## src/hw/rtl/blut_pkg.sv

```systemverilog
// ----------------------------------------------------------------------------
// blut_pkg
// Shared types and constants of the bilinear map lookup block.
// ----------------------------------------------------------------------------
package blut_pkg;

  localparam int unsigned DataWidth  = 32;
  localparam int unsigned FracWidth  = 16;
  localparam int unsigned CountWidth = 5;
  localparam int unsigned IndexWidth = 4;

  // transaction opcodes
  localparam logic [1:0] OPC_ROW_BP    = 2'd0;
  localparam logic [1:0] OPC_COLUMN_BP = 2'd1;
  localparam logic [1:0] OPC_CELL      = 2'd2;
  localparam logic [1:0] OPC_LOOKUP    = 2'd3;

  // configuration register indexes
  localparam logic CFG_ROW_COUNT    = 1'b0;
  localparam logic CFG_COLUMN_COUNT = 1'b1;

  // axis codes
  localparam logic AXIS_ROW    = 1'b0;
  localparam logic AXIS_COLUMN = 1'b1;

  // lerp slots
  localparam logic [1:0] LERP_LOW_ROW  = 2'd0;
  localparam logic [1:0] LERP_HIGH_ROW = 2'd1;
  localparam logic [1:0] LERP_FINAL    = 2'd2;

  typedef enum logic [3:0] {
    OP_NONE,
    OP_READ_FIRST,
    OP_CHECK_FIRST,
    OP_CHECK_LAST,
    OP_SCAN,
    OP_DIVIDE,
    OP_CELL_READ,
    OP_CELL_LAST,
    OP_LERP_DIFF,
    OP_LERP_MUL,
    OP_LERP_ADD
  } dp_op_e;

  typedef enum logic [3:0] {
    ST_IDLE,
    ST_READ_FIRST,
    ST_CHECK_FIRST,
    ST_CHECK_LAST,
    ST_SCAN,
    ST_DIVIDE,
    ST_CELL0,
    ST_CELL1,
    ST_CELL2,
    ST_CELL3,
    ST_CELL_LAST,
    ST_DIFF,
    ST_MUL,
    ST_ADD,
    ST_OUT
  } ctl_state_e;

  typedef struct packed {
    dp_op_e     op;
    logic       axis;
    logic [1:0] sel;
  } dp_cmd_t;

  typedef struct packed {
    logic c_le_d;
    logic c_ge_d;
    logic div_last;
  } dp_status_t;

endpackage

```

## src/hw/rtl/blut_ctrl.sv

```systemverilog
// ----------------------------------------------------------------------------
// blut_ctrl
// Sequencer of the lookup: axis searches, divisions, cell reads and lerps.
// ----------------------------------------------------------------------------
module blut_ctrl (
  input  logic                 clk_i,
  input  logic                 rst_ni,
  input  logic                 in_accept_i,
  input  logic                 in_lookup_i,
  input  logic                 out_free_i,
  input  blut_pkg::dp_status_t status_i,
  output blut_pkg::dp_cmd_t    cmd_o,
  output logic                 in_ready_o,
  output logic                 out_load_o
);

  blut_pkg::ctl_state_e state_q, state_d;
  logic                 axis_q, axis_d;
  logic [1:0]           lerp_q, lerp_d;
  blut_pkg::ctl_state_e axis_done_state;
  logic                 axis_done_axis;

  always_ff @(posedge clk_i or negedge rst_ni) begin
    if (!rst_ni) begin
      state_q <= blut_pkg::ST_IDLE;
      axis_q  <= blut_pkg::AXIS_ROW;
      lerp_q  <= blut_pkg::LERP_LOW_ROW;
    end else begin
      state_q <= state_d;
      axis_q  <= axis_d;
      lerp_q  <= lerp_d;
    end
  end

  // after one axis: go to the other axis or to the cells
  always_comb begin
    if (axis_q == blut_pkg::AXIS_ROW) begin
      axis_done_state = blut_pkg::ST_READ_FIRST;
      axis_done_axis  = blut_pkg::AXIS_COLUMN;
    end else begin
      axis_done_state = blut_pkg::ST_CELL0;
      axis_done_axis  = axis_q;
    end
  end

  // next state
  always_comb begin
    state_d = state_q;
    axis_d  = axis_q;
    lerp_d  = lerp_q;
    case (state_q)
      blut_pkg::ST_IDLE: begin
        if (in_accept_i && in_lookup_i) begin
          state_d = blut_pkg::ST_READ_FIRST;
          axis_d  = blut_pkg::AXIS_ROW;
        end
      end
      blut_pkg::ST_READ_FIRST: state_d = blut_pkg::ST_CHECK_FIRST;
      blut_pkg::ST_CHECK_FIRST: begin
        if (status_i.c_le_d) begin
          state_d = axis_done_state;
          axis_d  = axis_done_axis;
        end else begin
          state_d = blut_pkg::ST_CHECK_LAST;
        end
      end
      blut_pkg::ST_CHECK_LAST: begin
        if (status_i.c_ge_d) begin
          state_d = axis_done_state;
          axis_d  = axis_done_axis;
        end else begin
          state_d = blut_pkg::ST_SCAN;
        end
      end
      blut_pkg::ST_SCAN: begin
        if (!status_i.c_ge_d) begin
          state_d = blut_pkg::ST_DIVIDE;
        end
      end
      blut_pkg::ST_DIVIDE: begin
        if (status_i.div_last) begin
          state_d = axis_done_state;
          axis_d  = axis_done_axis;
        end
      end
      blut_pkg::ST_CELL0:     state_d = blut_pkg::ST_CELL1;
      blut_pkg::ST_CELL1:     state_d = blut_pkg::ST_CELL2;
      blut_pkg::ST_CELL2:     state_d = blut_pkg::ST_CELL3;
      blut_pkg::ST_CELL3:     state_d = blut_pkg::ST_CELL_LAST;
      blut_pkg::ST_CELL_LAST: begin
        state_d = blut_pkg::ST_DIFF;
        lerp_d  = blut_pkg::LERP_LOW_ROW;
      end
      blut_pkg::ST_DIFF: state_d = blut_pkg::ST_MUL;
      blut_pkg::ST_MUL:  state_d = blut_pkg::ST_ADD;
      blut_pkg::ST_ADD: begin
        if (lerp_q == blut_pkg::LERP_FINAL) begin
          state_d = blut_pkg::ST_OUT;
        end else begin
          state_d = blut_pkg::ST_DIFF;
          lerp_d  = lerp_q + 2'd1;
        end
      end
      blut_pkg::ST_OUT: begin
        if (out_free_i) begin
          state_d = blut_pkg::ST_IDLE;
        end
      end
      default: state_d = blut_pkg::ST_IDLE;
    endcase
  end

  // outputs
  always_comb begin
    cmd_o.op   = blut_pkg::OP_NONE;
    cmd_o.axis = axis_q;
    cmd_o.sel  = lerp_q;
    in_ready_o = 1'b0;
    out_load_o = 1'b0;
    case (state_q)
      blut_pkg::ST_IDLE:        in_ready_o = 1'b1;
      blut_pkg::ST_READ_FIRST:  cmd_o.op = blut_pkg::OP_READ_FIRST;
      blut_pkg::ST_CHECK_FIRST: cmd_o.op = blut_pkg::OP_CHECK_FIRST;
      blut_pkg::ST_CHECK_LAST:  cmd_o.op = blut_pkg::OP_CHECK_LAST;
      blut_pkg::ST_SCAN:        cmd_o.op = blut_pkg::OP_SCAN;
      blut_pkg::ST_DIVIDE:      cmd_o.op = blut_pkg::OP_DIVIDE;
      blut_pkg::ST_CELL0: begin
        cmd_o.op  = blut_pkg::OP_CELL_READ;
        cmd_o.sel = 2'd0;
      end
      blut_pkg::ST_CELL1: begin
        cmd_o.op  = blut_pkg::OP_CELL_READ;
        cmd_o.sel = 2'd1;
      end
      blut_pkg::ST_CELL2: begin
        cmd_o.op  = blut_pkg::OP_CELL_READ;
        cmd_o.sel = 2'd2;
      end
      blut_pkg::ST_CELL3: begin
        cmd_o.op  = blut_pkg::OP_CELL_READ;
        cmd_o.sel = 2'd3;
      end
      blut_pkg::ST_CELL_LAST:   cmd_o.op = blut_pkg::OP_CELL_LAST;
      blut_pkg::ST_DIFF:        cmd_o.op = blut_pkg::OP_LERP_DIFF;
      blut_pkg::ST_MUL:         cmd_o.op = blut_pkg::OP_LERP_MUL;
      blut_pkg::ST_ADD:         cmd_o.op = blut_pkg::OP_LERP_ADD;
      blut_pkg::ST_OUT:         out_load_o = out_free_i;
      default:                  cmd_o.op = blut_pkg::OP_NONE;
    endcase
  end

endmodule

```

## config.mk

```make
export PLATFORM = sky130hd
export DESIGN_NAME = blut_ctrl
export DESIGN_NICKNAME = d
export VERILOG_FILES = /design/src/hw/rtl/blut_pkg.sv /design/src/hw/rtl/blut_ctrl.sv
export SDC_FILE = /design/constraint.sdc
export NUM_CORES = 1
export LEC_CHECK = 0
export BUFFER_PORTS_ARGS = -buffer_cell sky130_fd_sc_hd__buf_2
export CAP_MARGIN = 25
export CORE_MARGIN = 4
export CORE_UTILIZATION = 49
export CTS_BUF_LIST = sky130_fd_sc_hd__clkbuf_4 sky130_fd_sc_hd__clkbuf_8
export DETAILED_ROUTE_END_ITERATION = 7
export HOLD_SLACK_MARGIN = 0.1
export PLACE_DENSITY_LB_ADDON = 0.3
export SKIP_CTS_REPAIR_TIMING = 1
export SYNTH_ARGS = -nofsm -noshare
export SYNTH_HDL_FRONTEND = slang
export SYNTH_SLANG_ARGS = --single-unit
```

## constraint.sdc

```tcl
create_clock -name clk_i -period 3.6 [get_ports clk_i]
set_input_delay 1.08 -clock clk_i [delete_from_list [all_inputs] [get_ports clk_i]]
set_output_delay 1.08 -clock clk_i [all_outputs]
set_load 0.01 [all_outputs]
```

==> impl_metrics.toml <==
[critical_path]
required_ns = 2.52
worstSetupPathType = "reg2out"
crit_path_top_delay_cell = "dfrtp_1"
cp.arrival_ns = 1.93
worstReg2RegStart = "state_q[0]$_DFFE_PN0P_"
crit_chain = "nand2b_1, mux2i_1, mux2_2, buf_2"
cp_max_fo = 20
critPathCaptureType = "primary output"
reg2reg_to = "state_q[0]$_DFFE_PN0P_"
critPathMaxStageDelay_ns = 0.72
startpoint_type = "flop"
reg2reg_setup_slack_ns = 1.76
rr_worst_depth = 4

[pwr]
peakVddDrop_v = 0.000530
power_uw = 817
p_int_uw = 411
p_seq_frac = 0.286
p_leak_uw = 0.000367
swShare = 0.497
switchingPower_uw = 405
p_clk_frac = 0.092
power_density_nw_per_um2 = 928
pwr-share-comb = 0.621

[timing]
worstMarginPinSlew_ns = 0.644
maxSlewViolCount = 0
max_freq_ghz = 0.332
finalSetupViolations = 0
skew_ns = 0.00113
period_share = 0.836
fin_ws_ns = 0.591
rsz0062_at_grt = "false"
hold_violations = 0
tns_ns = 0
maxSlewHeadroom = 0.571
layout_min_cycle_time_ns = 3.01

[hold_path]
worstHoldEndpoint = "lerp_q[1]$_DFFE_PN0P_"
holdPathStages = 2
hp-class = "reg2reg"
hold_start = "lerp_q[1]$_DFFE_PN0P_"

[cts]
numCtsBuffers = 3
root_buffer = "clkbuf_4"
cts_tree = "done"
clk_latency_ns = 0.24
clockBufferDepth = 2
htree_levels = 1
cts.sinks = 7
cts.reportedPaths.clkPinSlew_ns = 0.05

[synthesis]
synth_seq_cells = 7
avgSynthCellArea_um2 = 7.77
ys.flop_type = "dfrtp_1"
ys_types = 37
syn_area_um2 = 801
syn_inst = 103
synth_fp_nets = 112
synth_edf_count = 0
synth_warnings = 0
synth-async-reset-ratio = 1.00
yosysSeqAreaShare = 0.219

[grt]
grt_pass1_wl_mm = 3.03
grt.overflow.total = 0
grt_pass1_vias = 681
grt_util_all_layers = 0.157
antenna_found_initial = 0
grt_start_max_net_pins = 22

[die]
die_x_um = 48.4
num_rows = 14
die_h_um = 48.4
ios = 17
die-area_um2 = 2340
core_area_um2 = 1520
initial_utilization = 0.525

[detailed_routing]
met1_length_um = 912
top_layer_used = "met4"
firstDrtPassIters = 7
drtIter0Drc = 23
wl_met3_um = 133
vias = 808
routedWlPerCell_um = 14.2
via_per_inst = 6.22
drt_wl_total_mm = 1.85
final_antenna_net_count = 0
wl_met2_um = 797
route.detailed.drc = 0

[final_layout]
multi_input_area_um2 = 548
area_growth_pct = 9.84
final_nets = 124
final_util = 0.577
insertedDiodeCount = 0
seqCellArea_um2 = 175
fillers = 135
drive_gt1_frac = 0.246
finalInstanceArea_um2 = 880

[place]
dp_hpwl_mm = 1.40
post-place-ws_ns = 0.900
place_area_um2 = 850
io_buffers = 16
gp_congestion = 0.860

[flow_run]
max_cap_viol_count = 0

[run_status]
status = "finished clean"
==> logic make-up after synthesis <==
logic type	count (synthesis)	synth area share
adder cells (fa/ha/maj)	1	0.0156
AND/OR/NAND/NOR	37	0.262
multiplexers	5	0.0656
AO/OA/AOI/OAI	38	0.341
buffers and inverters	15	0.0969
flip-flops	7	0.219
==> cells in the final DEF (no fill, tap or decap), drive strengths merged, types with 2 or more instances in the layout <==
cell type,netlist,final
buf,10,17
o31a,2,2
nand2b,4,4
nand2,12,12
nor3b,3,3
a32oi,3,3
and2,3,3
a21oi,6,6
clkbuf,0,4
or3b,2,2
o21a,3,3
inv,5,5
mux2i,3,3
mux2,2,2
o22ai,2,2
nor2b,4,4
nor2,5,5
a211oi,2,2
o21ai,9,9
a31oi,2,2
dfrtp,7,7
o22a,2,2
==> sequential cells by signal (all words and copies together) (netlist names) <==
name and cells:
axis_q 1, state_q 4, lerp_q 2
==> routing by layer <==
layer / vias up / track usage
li1: 400 / -
met1: 378 / 0.209
met3: 2 / 0.0675
met2: 28 / 0.237
met5: - / 0
met4: 0 / 0.0276
==> cell usage after synthesis (2+ instances only) <==
master	count	area, µm²
a32oi_1	3	26.3
a21oi_1	6	30.0
nor2b_1	4	25.0
nand2_1	12	45.0
nor3b_1	2	15.0
or3b_1	2	17.5
inv_1	5	18.8
o31a_1	2	17.5
a31oi_1	2	12.5
nand2b_1	4	25.0
dfrtp_1	7	175
mux2i_1	3	30.0
o21a_1	3	22.5
buf_2	8	40.0
and2_1	3	18.8
nor2_1	5	18.8
o21ai_0	9	45.0
o22a_1	2	17.5
o22ai_1	2	12.5
mux2_2	2	22.5
==> worst max-delay path: cells and delay by family (launching register included) <==
| family | cells | cell delay, ns |
|---|---|---|
| multiplexers | 2 | 0.55 |
| AND/OR/NAND/NOR | 1 | 0.27 |
| flip-flops | 1 | 0.72 |
| buffers and inverters | 1 | 0.14 |
==> worst max path at each step <==
stage                                      start        to
after floorplan           state_q[1]$_DFFE_PN0P_  cmd_o[0]
after global placement    state_q[2]$_DFFE_PN0P_  cmd_o[0]
after detailed placement  state_q[2]$_DFFE_PN0P_  cmd_o[0]
after CTS                 state_q[2]$_DFFE_PN0P_  cmd_o[0]
after global routing      state_q[2]$_DFFE_PN0P_  cmd_o[0]
final                     state_q[2]$_DFFE_PN0P_  cmd_o[0]
==> cell type report <==
cell class | count | share of cell area
clock buffer | 4 | 0.0341
inverter | 5 | 0.0213
sequential | 7 | 0.199
timing repair buffer | 17 | 0.0996
multi-input combinational | 81 | 0.623
tap | 16 | 0.0228
==> power by group through the flow <==
stage	Combinational (µW)	Clock, µW	Sequential [µW]
after global routing	559	88.2	246
after floorplan	489	0	138
after global placement	505	0	231
final	507	75.4	234
after detailed placement	507	0	232
after CTS	510	78.9	230
==> metrics by stage <==
step | instances | hold WS [ns]
2_1_floorplan | 103 | 0.505
4_1_cts | 130 | 0.591
6_report | 130 | 0.585
3_3_place_gp | 126 | 0.581
3_5_place_dp | 126 | 0.580
5_1_grt | 130 | 0.625
Power figures use the tool's default switching activity.
